===== config.mk =====
export PLATFORM = sky130hd
export DESIGN_NAME = aging_resource_pool_core
export DESIGN_NICKNAME = d
export VERILOG_FILES = /design/src/rtl/arp_pkg.sv /design/src/rtl/arp_cmp_unit.sv /design/src/rtl/arp_table.sv /design/src/rtl/aging_resource_pool_core.sv
export SDC_FILE = /design/constraint.sdc
export NUM_CORES = 2
export LEC_CHECK = 0
export BUFFER_PORTS_ARGS = -buffer_cell sky130_fd_sc_hd__buf_4
export CORE_ASPECT_RATIO = 1.2
export CORE_MARGIN = 5
export CORE_UTILIZATION = 48
export DETAILED_ROUTE_END_ITERATION = 16
export PLACE_DENSITY = 0.7
export SETUP_SLACK_MARGIN = 0.15
export SYNTH_ARGS = -nofsm -noshare
export SYNTH_HDL_FRONTEND = slang
export SYNTH_SLANG_ARGS = --single-unit

===== constraint.sdc =====
create_clock -name clk -period 16.1 [get_ports clk]
set_input_delay 1.61 -clock clk [delete_from_list [all_inputs] [get_ports clk]]
set_output_delay 1.61 -clock clk [all_outputs]
set_load 0.01 [all_outputs]

===== src/rtl/arp_pkg.sv =====
// ----------------------------------------------------------------------------
// arp_pkg
// Shared types and codes for the aging resource pool.
// ----------------------------------------------------------------------------
package arp_pkg;

  localparam int FRAME_BITS = 32;
  localparam int AGE_BITS   = 8;
  localparam int WORD_BITS  = 32;
  localparam int CNT_BITS   = 5;

  // func codes
  localparam logic [1:0] FN_ALLOC   = 2'd0;
  localparam logic [1:0] FN_RELEASE = 2'd1;
  localparam logic [1:0] FN_TICK    = 2'd2;

  // status codes
  localparam logic [2:0] ST_REUSED    = 3'd0;
  localparam logic [2:0] ST_CREATED   = 3'd1;
  localparam logic [2:0] ST_RELEASED  = 3'd2;
  localparam logic [2:0] ST_NOT_FOUND = 3'd3;
  localparam logic [2:0] ST_FULL      = 3'd4;
  localparam logic [2:0] ST_TICK_DONE = 3'd5;

  localparam logic [FRAME_BITS-1:0] FRAME_MAX = '1;

  typedef enum logic {CMP_EQ, CMP_LT} cmp_op_t;

  typedef struct packed {
    logic [1:0]           func;
    logic [WORD_BITS-1:0] handle;
  } arp_in_t;

  typedef struct packed {
    logic [2:0]           status;
    logic [WORD_BITS-1:0] handle_out;
    logic [CNT_BITS-1:0]  evicted;
    logic [CNT_BITS-1:0]  entries;
  } arp_out_t;

  // table control strobes from the sequencer
  typedef struct packed {
    logic rd_en;    // read frame and handle at rd_addr
    logic lf_we;    // write last-frame at wr_addr
    logic hd_we;    // write handle at wr_addr
    logic act_we;   // write active bit at wr_addr
    logic act_val;
    logic act_clr;  // clear active bit at clr_addr (wins over act_we)
  } tbl_ctl_t;

endpackage


===== src/rtl/arp_cmp_unit.sv =====
// ----------------------------------------------------------------------------
// arp_cmp_unit
// Shared compare unit: handle equality or aged-frame less-than.
// ----------------------------------------------------------------------------
module arp_cmp_unit #(
  parameter int W = 33
) (
  input  arp_pkg::cmp_op_t              op,
  input  logic [W-1:0]                  a,
  input  logic [arp_pkg::AGE_BITS-1:0]  addend,
  input  logic [W-1:0]                  b,
  output logic                          hit
);
  import arp_pkg::*;

  logic [W-1:0] sum;

  // a holds at most a frame value, so the sum cannot wrap at W >= 33
  assign sum = a + W'(addend);
  assign hit = (op == CMP_EQ) ? (a == b) : (sum < b);

endmodule


===== src/rtl/arp_table.sv =====
// ----------------------------------------------------------------------------
// arp_table
// Pool storage: frame and handle memories, active bits in flops.
// ----------------------------------------------------------------------------
module arp_table #(
  parameter int DEPTH = 16,
  parameter int HW    = 32
) (
  input  logic                              clk,
  input  logic                              rst_n,
  input  arp_pkg::tbl_ctl_t                 ctl,
  input  logic [$clog2(DEPTH)-1:0]          rd_addr,
  input  logic [$clog2(DEPTH)-1:0]          wr_addr,
  input  logic [$clog2(DEPTH)-1:0]          clr_addr,
  input  logic [arp_pkg::FRAME_BITS-1:0]    lf_wdata,
  input  logic [HW-1:0]                     hd_wdata,
  output logic [arp_pkg::FRAME_BITS-1:0]    lf_rd,
  output logic [HW-1:0]                     hd_rd,
  output logic [DEPTH-1:0]                  active
);
  import arp_pkg::*;

  logic [FRAME_BITS-1:0] lf_mem [DEPTH];
  logic [HW-1:0]         hd_mem [DEPTH];
  logic [DEPTH-1:0]      active_r;

  assign active = active_r;

  always_ff @(posedge clk) begin
    if (ctl.lf_we) begin
      lf_mem[wr_addr] <= lf_wdata;
    end
    if (ctl.hd_we) begin
      hd_mem[wr_addr] <= hd_wdata;
    end
    if (ctl.rd_en) begin
      lf_rd <= lf_mem[rd_addr];
      hd_rd <= hd_mem[rd_addr];
    end
  end

  always_ff @(posedge clk) begin
    if (!rst_n) begin
      active_r <= '0;
    end else begin
      if (ctl.act_we) begin
        active_r[wr_addr] <= ctl.act_val;
      end
      if (ctl.act_clr) begin
        active_r[clr_addr] <= 1'b0;
      end
    end
  end

endmodule


===== src/rtl/aging_resource_pool_core.sv =====
// ----------------------------------------------------------------------------
// aging_resource_pool_core
// Handle pool with allocate, release and age-based eviction on frame ticks.
// ----------------------------------------------------------------------------
// Usage:
//   Drive in_word and raise start while busy is low; the word is taken at
//   that edge and busy rises until the result is out; func 3 answers
//   without raising busy. Each command answers with exactly one out_word,
//   shown for one cycle with out_valid high. The receiver cannot stall;
//   busy is already low in the out_valid cycle, so a new start can be
//   taken then.
//   Scan work (one entry examined per step):
//     allocate : entries up to the first inactive one on reuse, all of
//                them on append or full
//     release  : each active entry is read and its handle compared
//     tick     : each inactive entry's aged frame is compared; an evicted
//                one is refilled from the last entry and examined again
//     func 3   : answered as not found, with no scan
//   Rate is set by the single scan index walking the table, one memory read
//   per step, and by the one shared compare unit.
//   age_limit sits at APB byte address 0; write it only while idle.
//   Reset empties the pool, zeroes the frame counter and sets age_limit to 4.
//   No clearing pass: active bits are flops, the memories are only read
//   below the entry count.
// ----------------------------------------------------------------------------
module aging_resource_pool_core #(
  parameter int POOL_DEPTH  = 16,
  parameter int HANDLE_BITS = 32
) (
  input  logic              clk,
  input  logic              rst_n,
  // command channel
  input  logic              start,
  input  arp_pkg::arp_in_t  in_word,
  output logic              busy,
  // result channel
  output logic              out_valid,
  output arp_pkg::arp_out_t out_word,
  // config port
  input  logic              psel,
  input  logic              penable,
  input  logic              pwrite,
  input  logic [2:0]        paddr,
  input  logic [31:0]       pwdata,
  output logic [31:0]       prdata,
  output logic              pready
);
  import arp_pkg::*;

  localparam int AW   = $clog2(POOL_DEPTH);
  localparam int CW   = $clog2(POOL_DEPTH + 1);
  localparam int CMPW = (HANDLE_BITS > FRAME_BITS + 1) ? HANDLE_BITS : FRAME_BITS + 1;
  localparam logic [CW-1:0] DEPTH_C = CW'(POOL_DEPTH);

  typedef enum logic [2:0] {
    S_IDLE, S_A_SCAN, S_A_OUT, S_R_SCAN, S_R_CMP, S_T_SCAN, S_T_CMP, S_T_MOVE
  } state_t;

  state_t                 state_r;
  logic [CW-1:0]          idx_r;
  logic [CW-1:0]          count_r;
  logic [CW-1:0]          ev_r;
  logic [FRAME_BITS-1:0]  frame_r;
  logic [HANDLE_BITS-1:0] hreq_r;
  logic [AGE_BITS-1:0]    age_r;
  logic                   out_valid_r;
  arp_out_t               out_word_r;

  // ---- config port ----
  logic cfg_wr;
  assign cfg_wr = psel && penable && pwrite;
  assign pready = 1'b1;
  assign prdata = (paddr[2] == 1'b0) ? 32'(age_r) : 32'd0;

  always_ff @(posedge clk) begin
    if (!rst_n) begin
      age_r <= AGE_BITS'(4);
    end else if (cfg_wr && paddr[2] == 1'b0) begin
      age_r <= pwdata[AGE_BITS-1:0];
    end
  end

  // ---- table and compare unit ----
  tbl_ctl_t               tctl;
  logic [AW-1:0]          rd_addr, wr_addr;
  logic [FRAME_BITS-1:0]  lf_wdata, lf_rd;
  logic [HANDLE_BITS-1:0] hd_wdata, hd_rd;
  logic [POOL_DEPTH-1:0]  active;
  cmp_op_t                cmp_op;
  logic [CMPW-1:0]        cmp_a, cmp_b;
  logic                   cmp_hit;

  logic          scan_end;
  logic [AW-1:0] idx_a, last_a;
  logic          act_i, act_last;

  assign scan_end = (idx_r >= count_r);
  assign idx_a    = idx_r[AW-1:0];
  assign last_a   = AW'(count_r - CW'(1));
  assign act_i    = active[idx_a];
  assign act_last = active[last_a];

  arp_table #(.DEPTH(POOL_DEPTH), .HW(HANDLE_BITS)) u_table (
    .clk      (clk),
    .rst_n    (rst_n),
    .ctl      (tctl),
    .rd_addr  (rd_addr),
    .wr_addr  (wr_addr),
    .clr_addr (last_a),
    .lf_wdata (lf_wdata),
    .hd_wdata (hd_wdata),
    .lf_rd    (lf_rd),
    .hd_rd    (hd_rd),
    .active   (active)
  );

  // release compares handles, tick compares aged frames
  assign cmp_op = (state_r == S_R_CMP) ? CMP_EQ : CMP_LT;
  assign cmp_a  = (state_r == S_R_CMP) ? CMPW'(hd_rd) : CMPW'(lf_rd);
  assign cmp_b  = (state_r == S_R_CMP) ? CMPW'(hreq_r) : CMPW'(frame_r);

  arp_cmp_unit #(.W(CMPW)) u_cmp (
    .op     (cmp_op),
    .a      (cmp_a),
    .addend (age_r),
    .b      (cmp_b),
    .hit    (cmp_hit)
  );

  // ---- table control from sequencer state ----
  always_comb begin
    tctl     = '0;
    rd_addr  = idx_a;
    wr_addr  = idx_a;
    lf_wdata = frame_r;
    hd_wdata = hreq_r;
    tctl.act_val = 1'b1;
    case (state_r)
      S_A_SCAN: begin
        if (!scan_end && !act_i) begin
          // reuse: stamp frame, fetch stored handle
          tctl.act_we = 1'b1;
          tctl.lf_we  = 1'b1;
          tctl.rd_en  = 1'b1;
        end else if (scan_end && count_r < DEPTH_C) begin
          // append new entry
          wr_addr     = count_r[AW-1:0];
          tctl.act_we = 1'b1;
          tctl.lf_we  = 1'b1;
          tctl.hd_we  = 1'b1;
        end
      end
      S_R_SCAN: begin
        if (!scan_end && act_i) begin
          tctl.rd_en = 1'b1;
        end
      end
      S_R_CMP: begin
        if (cmp_hit) begin
          tctl.act_we  = 1'b1;
          tctl.act_val = 1'b0;
        end
      end
      S_T_SCAN: begin
        if (!scan_end && !act_i) begin
          tctl.rd_en = 1'b1;
        end
      end
      S_T_CMP: begin
        if (cmp_hit) begin
          // fetch last entry for the move
          tctl.rd_en = 1'b1;
          rd_addr    = last_a;
        end
      end
      S_T_MOVE: begin
        lf_wdata     = lf_rd;
        hd_wdata     = hd_rd;
        tctl.lf_we   = 1'b1;
        tctl.hd_we   = 1'b1;
        tctl.act_we  = 1'b1;
        tctl.act_val = act_last;
        tctl.act_clr = 1'b1;
      end
      default: begin
      end
    endcase
  end

  // ---- sequencer ----
  always_ff @(posedge clk) begin
    if (!rst_n) begin
      state_r     <= S_IDLE;
      idx_r       <= '0;
      count_r     <= '0;
      ev_r        <= '0;
      frame_r     <= '0;
      out_valid_r <= 1'b0;
    end else begin
      out_valid_r <= 1'b0;
      case (state_r)
        S_IDLE: begin
          if (start) begin
            hreq_r <= HANDLE_BITS'(in_word.handle);
            idx_r  <= '0;
            ev_r   <= '0;
            case (in_word.func)
              FN_ALLOC:   state_r <= S_A_SCAN;
              FN_RELEASE: state_r <= S_R_SCAN;
              FN_TICK:    state_r <= S_T_SCAN;
              default: begin
                out_valid_r <= 1'b1;
                out_word_r  <= '{ST_NOT_FOUND, '0, '0, CNT_BITS'(count_r)};
              end
            endcase
          end
        end
        S_A_SCAN: begin
          if (!scan_end) begin
            if (!act_i) begin
              state_r <= S_A_OUT;
            end else begin
              idx_r <= idx_r + CW'(1);
            end
          end else if (count_r < DEPTH_C) begin
            count_r     <= count_r + CW'(1);
            out_valid_r <= 1'b1;
            out_word_r  <= '{ST_CREATED, WORD_BITS'(hreq_r), '0,
                             CNT_BITS'(count_r + CW'(1))};
            state_r     <= S_IDLE;
          end else begin
            out_valid_r <= 1'b1;
            out_word_r  <= '{ST_FULL, '0, '0, CNT_BITS'(count_r)};
            state_r     <= S_IDLE;
          end
        end
        S_A_OUT: begin
          out_valid_r <= 1'b1;
          out_word_r  <= '{ST_REUSED, WORD_BITS'(hd_rd), '0, CNT_BITS'(count_r)};
          state_r     <= S_IDLE;
        end
        S_R_SCAN: begin
          if (scan_end) begin
            out_valid_r <= 1'b1;
            out_word_r  <= '{ST_NOT_FOUND, '0, '0, CNT_BITS'(count_r)};
            state_r     <= S_IDLE;
          end else if (act_i) begin
            state_r <= S_R_CMP;
          end else begin
            idx_r <= idx_r + CW'(1);
          end
        end
        S_R_CMP: begin
          if (cmp_hit) begin
            out_valid_r <= 1'b1;
            out_word_r  <= '{ST_RELEASED, '0, '0, CNT_BITS'(count_r)};
            state_r     <= S_IDLE;
          end else begin
            idx_r   <= idx_r + CW'(1);
            state_r <= S_R_SCAN;
          end
        end
        S_T_SCAN: begin
          if (scan_end) begin
            if (frame_r != FRAME_MAX) begin
              frame_r <= frame_r + FRAME_BITS'(1);
            end
            out_valid_r <= 1'b1;
            out_word_r  <= '{ST_TICK_DONE, '0, CNT_BITS'(ev_r), CNT_BITS'(count_r)};
            state_r     <= S_IDLE;
          end else if (!act_i) begin
            state_r <= S_T_CMP;
          end else begin
            idx_r <= idx_r + CW'(1);
          end
        end
        S_T_CMP: begin
          if (cmp_hit) begin
            state_r <= S_T_MOVE;
          end else begin
            idx_r   <= idx_r + CW'(1);
            state_r <= S_T_SCAN;
          end
        end
        S_T_MOVE: begin
          // slot idx now holds the former last entry; examine it again
          count_r <= count_r - CW'(1);
          ev_r    <= ev_r + CW'(1);
          state_r <= S_T_SCAN;
        end
        default: state_r <= S_IDLE;
      endcase
    end
  end

  assign busy      = (state_r != S_IDLE);
  assign out_valid = out_valid_r;
  assign out_word  = out_word_r;

  // ---- assertions ----
  a_count_bound: assert property (@(posedge clk) disable iff (!rst_n)
    count_r <= DEPTH_C) else $error("entry count above pool depth");

  a_result_idle: assert property (@(posedge clk) disable iff (!rst_n)
    out_valid |-> !busy) else $error("result shown while still busy");

  a_accept_progress: assert property (@(posedge clk) disable iff (!rst_n)
    (start && !busy) |=> (busy || out_valid))
    else $error("accepted command neither started nor answered");

  a_frame_mono: assert property (@(posedge clk) disable iff (!rst_n)
    frame_r >= $past(frame_r)) else $error("frame counter went backward");

  a_evict_scan: assert property (@(posedge clk) disable iff (!rst_n)
    (state_r == S_T_MOVE) |-> (count_r != '0 && idx_r < count_r))
    else $error("eviction move outside the pool");

endmodule


Word level (Yosys, flattened, before mapping):

Memory sizes are Yosys's and may differ from the RTL's. A register that Yosys moved wholly into a read port is not among the register bits.
Cells that the tools add are included.

* output and inout port bits: 80
* flip-flop bits (word level): 152
* memories: 2
* bits in writable memories: 1024

* eq/ne operators: 27
* mux-type cells: 74
* $add $sub $neg: 6
* bitwise operators: 3
* reduce and logical (&&, ||, !) cells: 28
* $lt $le $gt $ge: 8

Memory list
* u_table.hd_mem: words 16, bits a word 32, rd ports 1, clocked after memory_dff 1, wr ports 1, line arp_table.sv:24 `logic [HW-1:0] hd_mem [DEPTH];`
* u_table.lf_mem: words 16, bits a word 32, rd ports 1, clocked after memory_dff 1, wr ports 1, line arp_table.sv:23 `logic [FRAME_BITS-1:0] lf_mem [DEPTH];`

Operators with widths (count)
* $mux 45: 7
* $pmux 45 s6: 1
* $mux 32: 4
* $mux 16: 3
* $mux 5: 8
* $add 32x8->33: 1
* $lt 33x32->1: 1
* $add 32x1->32 const B: 1
* $eq 32x32->1: 1
* $ne 32x32->1 const B: 1
* $mux 3: 8
* $pmux 3 s8: 1
* $ne 2x2->1 const B: 11
* $mux 4: 5
* $pmux 5 s2: 2
* $pmux 5 s4: 1
* $mux 1: 19
* $and 16x16->16: 1
* $bwmux 16: 1
* $not 16->16: 1
* $add 5x1->5 const B: 3
* $lt 4x5->1 const B: 3
* $eq 3x3->1 const B: 4
* $ne 3x3->1 const B: 3
* other kinds (35): 55

Logic depth before layout (Yosys ltp):

* depth after elaboration: 15
* depth in mapped cells: 33
* mapped depth without buffers: 23

Cells and area by module:

Synthesis repeated with hierarchy kept, for this count alone.

* cells, all modules: 2955
* area total of the unflattened synthesis: 51266.7 µm²

Modules (own cells, without submodules)
* arp_table: cells an instance 1767, area an instance 41183.2 µm², instances 1
* aging_resource_pool_core: cells an instance 911, area an instance 8094.0 µm², instances 1
* arp_cmp_unit: cells an instance 277, area an instance 1989.4 µm², instances 1

Worst setup path before layout:

OpenSTA, ideal clock, no wires.

* path type: reg2reg
* from: register state_r[2]
* to: register out_word_r (netlist bit out_word[0]), enable pin
* library setup time: 0.689 ns
* path buffers: 2
* setup slack: 6.007 ns
* stages on the path, launching flop included: 11
* period minus slack after synthesis: 10.093 ns
* arrival: 9.404 ns
* path through: dfxtp_1 > buf_4 > nor3b_4 > buf_4 > mux2_2 > xnor2_1 > or4_1 > nor3_1 > and2_1 > nor2_1 > a2111oi_0

* cells in the longest elaborated chain, start to end: 7
* elaborated cells on any way between the ends: 20
* those cells by class: add/sub (1); order compare (1); eq/ne (12); mux (3); reduce/logical (3)

Ends and longest elaborated chain
* from (decl): line aging_resource_pool_core.sv:59 `state_t state_r;`
* from (signal assigned): line aging_resource_pool_core.sv:193 `state_r <= S_IDLE;`
* from (signal assigned): line aging_resource_pool_core.sv:208 `FN_ALLOC: state_r <= S_A_SCAN;`
* from (signal assigned): line aging_resource_pool_core.sv:209 `FN_RELEASE: state_r <= S_R_SCAN;`
* $eq 3x3->1
* $mux 32: line aging_resource_pool_core.sv:119 `assign cmp_a = (state_r == S_R_CMP) ? CMPW'(hd_rd) : CMPW'(lf_rd);`
* $add 32x8->33: line arp_cmp_unit.sv:19 `assign sum = a + W'(addend);`
* $lt 33x32->1: line arp_cmp_unit.sv:20 `assign hit = (op == CMP_EQ) ? (a == b) : (sum < b);`
* $mux 1: line arp_cmp_unit.sv:20
* $ne 2x2->1 (no source line)
* $reduce_and 8->1 (no source line) *
* to (signal assigned): line aging_resource_pool_core.sv:213 `out_word_r <= '{ST_NOT_FOUND, '0, '0, CNT_BITS'(count_r)};`
* to (signal assigned): line aging_resource_pool_core.sv:228 `out_word_r <= '{ST_CREATED, WORD_BITS'(hreq_r), '0,`
* to (signal assigned): line aging_resource_pool_core.sv:233 `out_word_r <= '{ST_FULL, '0, '0, CNT_BITS'(count_r)};`
* to (decl): line aging_resource_pool_core.sv:67 `arp_out_t out_word_r;`

Every way passes the cells marked *; elsewhere a longest branch is shown, timed or not.
A chain may end at the register's enable or synchronous reset.

Worst setup path in the final report:

* from: register state_r[0]
* to: register u_table.hd_rd[13], read port of u_table.hd_mem (data pin)

* cells in the longest elaborated chain, start to end: 7
* elaborated cells on any way between the ends: 16
* those cells by class: add/sub (1); order compare (1); eq/ne (6); mux (7); reduce/logical (1)

Ends and longest elaborated chain
* $eq 3x3->1: line aging_resource_pool_core.sv:118, aging_resource_pool_core.sv:119, aging_resource_pool_core.sv:120
* $mux 32: line aging_resource_pool_core.sv:119
* $add 32x8->33: line arp_cmp_unit.sv:19
* $lt 33x32->1: line arp_cmp_unit.sv:20
* $mux 1: line arp_cmp_unit.sv:20
* $mux 1 / $mux 4 (equally long branches): line aging_resource_pool_core.sv:170 `if (cmp_hit) begin`
* $pmux 1 s3 / $mux 4 (equally long branches): line aging_resource_pool_core.sv:138 `case (state_r)`
* to (decl): line arp_table.sv:18 `output logic [HW-1:0] hd_rd,`

Parallel ways exist; a longest one is shown, timed or not.

==> results.json <==
{
  "fmax_ghz": 0.0959,
  "cts_hold_buf": 0,
  "rrSetupSlack_ns": 5.68,
  "ys.flop_type": "edfxtp_1",
  "vias_per_cell": 6.09,
  "drtIter0Drc": 3742,
  "drt_wl_total_mm": 138,
  "dp_slack_ns": 5.84,
  "cp_common_cell": "buf_4",
  "cts_buffers": 115,
  "fin_hold_ws_ns": 0.465,
  "tightestPinTransition_ns": 1.27,
  "antenna_found_initial": 2,
  "endpoint_kind": "register",
  "netlist.area_leader.share_pct": 67.3,
  "ys_ff_latch": 1240,
  "slowest_stage": "dfxtp_1",
  "timing.critical_path.buf_inv": 6,
  "clk_path_buf_depth": 3,
  "root_buffer": "clkbuf_16",
  "antenna_left": 0,
  "dp_hpwl_mm": 75.4,
  "finalSetupViolCount": 0,
  "synth_cells": 3411,
  "globalRouteOverflowTotal": 0,
  "period_share_pct": 64.7,
  "synth_edf_count": 1165,
  "hold_violations": 0,
  "async_flop_share_pct": 0,
  "worst_slew_margin_rel_pct": 14.5,
  "synthTopCellsByArea": "edfxtp_1 67%, mux2i_1 11%, o22ai_1 3.1%",
  "cp_top_family": "buffers and inverters",
  "setup_tns_ns": 0,
  "skew_ns": 0.0260,
  "p_per_area_nw_per_um2": 157,
  "cts.repair.resized": 0,
  "crit_required_ns": 16.55,
  "ys_seq_area_share_pct": 70.2,
  "drive_gt1_share_pct": 11.9,
  "rsz0062_at_grt": "no",
  "place_congestion": 0.923,
  "clkTransAtPathRegs_ns": 0.06,
  "cts_tree": "done",
  "slowest_delay_ns": 0.98,
  "fp.dieH_um": 371,
  "fin_nets": 3639,
  "netlist_top_cells_count": "1165 x edfxtp_1, 572 x mux2i_1, 326 x nand2_1",
  "design.core.area_um2": 108000,
  "cp_max_fo": 139,
  "fp.dieW_um": 310,
  "yosysWarnings": 0,
  "synth_top_cell_by_area": "edfxtp_1",
  "power_w": 0.00917,
  "rows": 132,
  "htreeDepth": 3,
  "grt_first_pass_wirelength_mm": 198,
  "min_period_ns": 10.42,
  "critPathLaunchType": "register",
  "synth.most_common_cell": "edfxtp_1",
  "netlist_area_um2": 52000,
  "routedWlPerCell_um": 27.4,
  "ir_worst_vdd_mv": 0.171,
  "io_pins": 155,
  "track_usage_pct": 23.4,
  "p_leak_nw": 21.9,
  "drt_first_pass_iters": 6,
  "status": "complete, no violations",
  "hold_class": "register to register",
  "timing.final.ws_setup_ns": 5.68,
  "die_area_um2": 115000,
  "cp_data_arrival_time_ns": 10.87,
  "clock_sinks": 1240,
  "vias": 30566,
  "finalMaxSlewViolations": 0,
  "drc": 0,
  "grt_pass1_vias": 29461,
  "grt_max_degree": 140,
  "critPathKind": "register to register",
  "post_cts_buffers": 0,
  "portBuffers": 103,
  "n_fill_cell": 8525,
  "synth.distinct_cells": 75,
  "clock_latency_ns": 0.73,
  "drv_cap": 0,
  "postSynthAreaPerCell_um2": 15.2,
  "initial_utilization_pct": 48.3,
  "syn_to_final_growth_pct": 12.6
}
==> per-stage QoR <==
stage               util (%)  area [um2]  cells
finish                  54.3       58500   5021
global route            54.3       58500   5020
CTS                     54.3       58500   5019
detailed placement      50.6       54500   4800
global placement        50.6       54500   4800
floorplan                  -       52100   3434
==> power by group <==
part | switching (W) | internal, W
Clock | 0.00120 | 0.00170
Combinational | 0.00133 | 0.000881
Sequential | 0.000205 | 0.00386
==> routing by layer <==
layer / global-route usage, % / up-vias / share of wire (%)
li1: - / 13425 / -
met1: 31.3 / 15398 / 39
met2: 38.9 / 1487 / 49
met3: 3.25 / 256 / 8.6
met4: 9.47 / 0 / 4.1
met5: 0 / - / 0
==> layout by cell type (no fill, tap or decap), types with 10 or more instances in the layout <==
master	synthesis	routed
conb_1	2	25
dfxtp_1	75	75
buf_4	30	177
a21oi_1	26	26
nor2b_1	15	15
clkinv_1	0	25
edfxtp_1	1165	1165
clkbuf_16	0	116
o21ai_0	40	40
and2_1	21	21
a31oi_1	23	23
o22ai_1	258	258
clkinv_2	0	18
nor2_1	92	59
xnor2_1	45	45
clkbuf_1	96	23
or4_1	67	67
mux2i_1	572	571
a21boi_0	18	18
a22o_1	32	32
nand4_1	25	25
inv_1	23	23
nand3_1	39	38
bufinv_16	0	23
and3_1	20	19
mux4_2	10	10
nand2_1	326	326
a311oi_1	14	14
nor3_1	32	28
ha_1	53	53
or3_1	14	14
xor2_1	62	62
nor2_4	1	34
nor4_1	12	12
==> final timing paths <==
check	startpoint	to	cells after the start
setup reg to reg	state_r[0]	u_table.hd_rd[13]	28
hold / removal	ev_r[4]	ev_r[4]	1
setup / recovery	state_r[0]	u_table.hd_rd[13]	28
hold reg to reg	ev_r[4]	ev_r[4]	1
==> sequential cells by signal (all words and copies together) (netlist names) <==
| name | flops |
|---|---|
| count_r | 5 |
| out_word | 45 |
| u_table.hd_rd | 32 |
| state_r | 3 |
| frame_r | 32 |
| idx_r | 5 |
| ev_r | 5 |
| out_valid | 1 |
| u_table.hd_mem | 512 |
| u_table.lf_rd | 32 |
| u_table.active | 16 |
| u_table.lf_mem | 512 |
| age_r | 8 |
| hreq_r | 32 |
==> kinds of logic (layout without fill, tap and decap cells) <==
group | after synthesis | after routing | share of synthesized area (%)
mux | 588 | 588 | 11.6
buf+inv | 244 | 422 | 2.34
other cells | 2 | 27 | 0.0144
simple gates | 694 | 694 | 6.43
xor+xnor | 107 | 107 | 1.80
flops | 1240 | 1240 | 70.2
compound gates | 482 | 482 | 6.34
fa+ha+maj | 54 | 54 | 1.31
==> area by class of cell <==
type	instances	area, um2	area share (%)
clock buffer	139	2990	5.11
multi-input combinational	1950	14700	25.2
tap	1407	1760	3.01
timing repair buffer	180	1390	2.37
sequential	1240	36500	62.4
antenna	2	5.00	0.00855
clock inverter	80	1050	1.80
inverter	23	86.3	0.148
No activity file was read; power rests on OpenSTA's default activity.
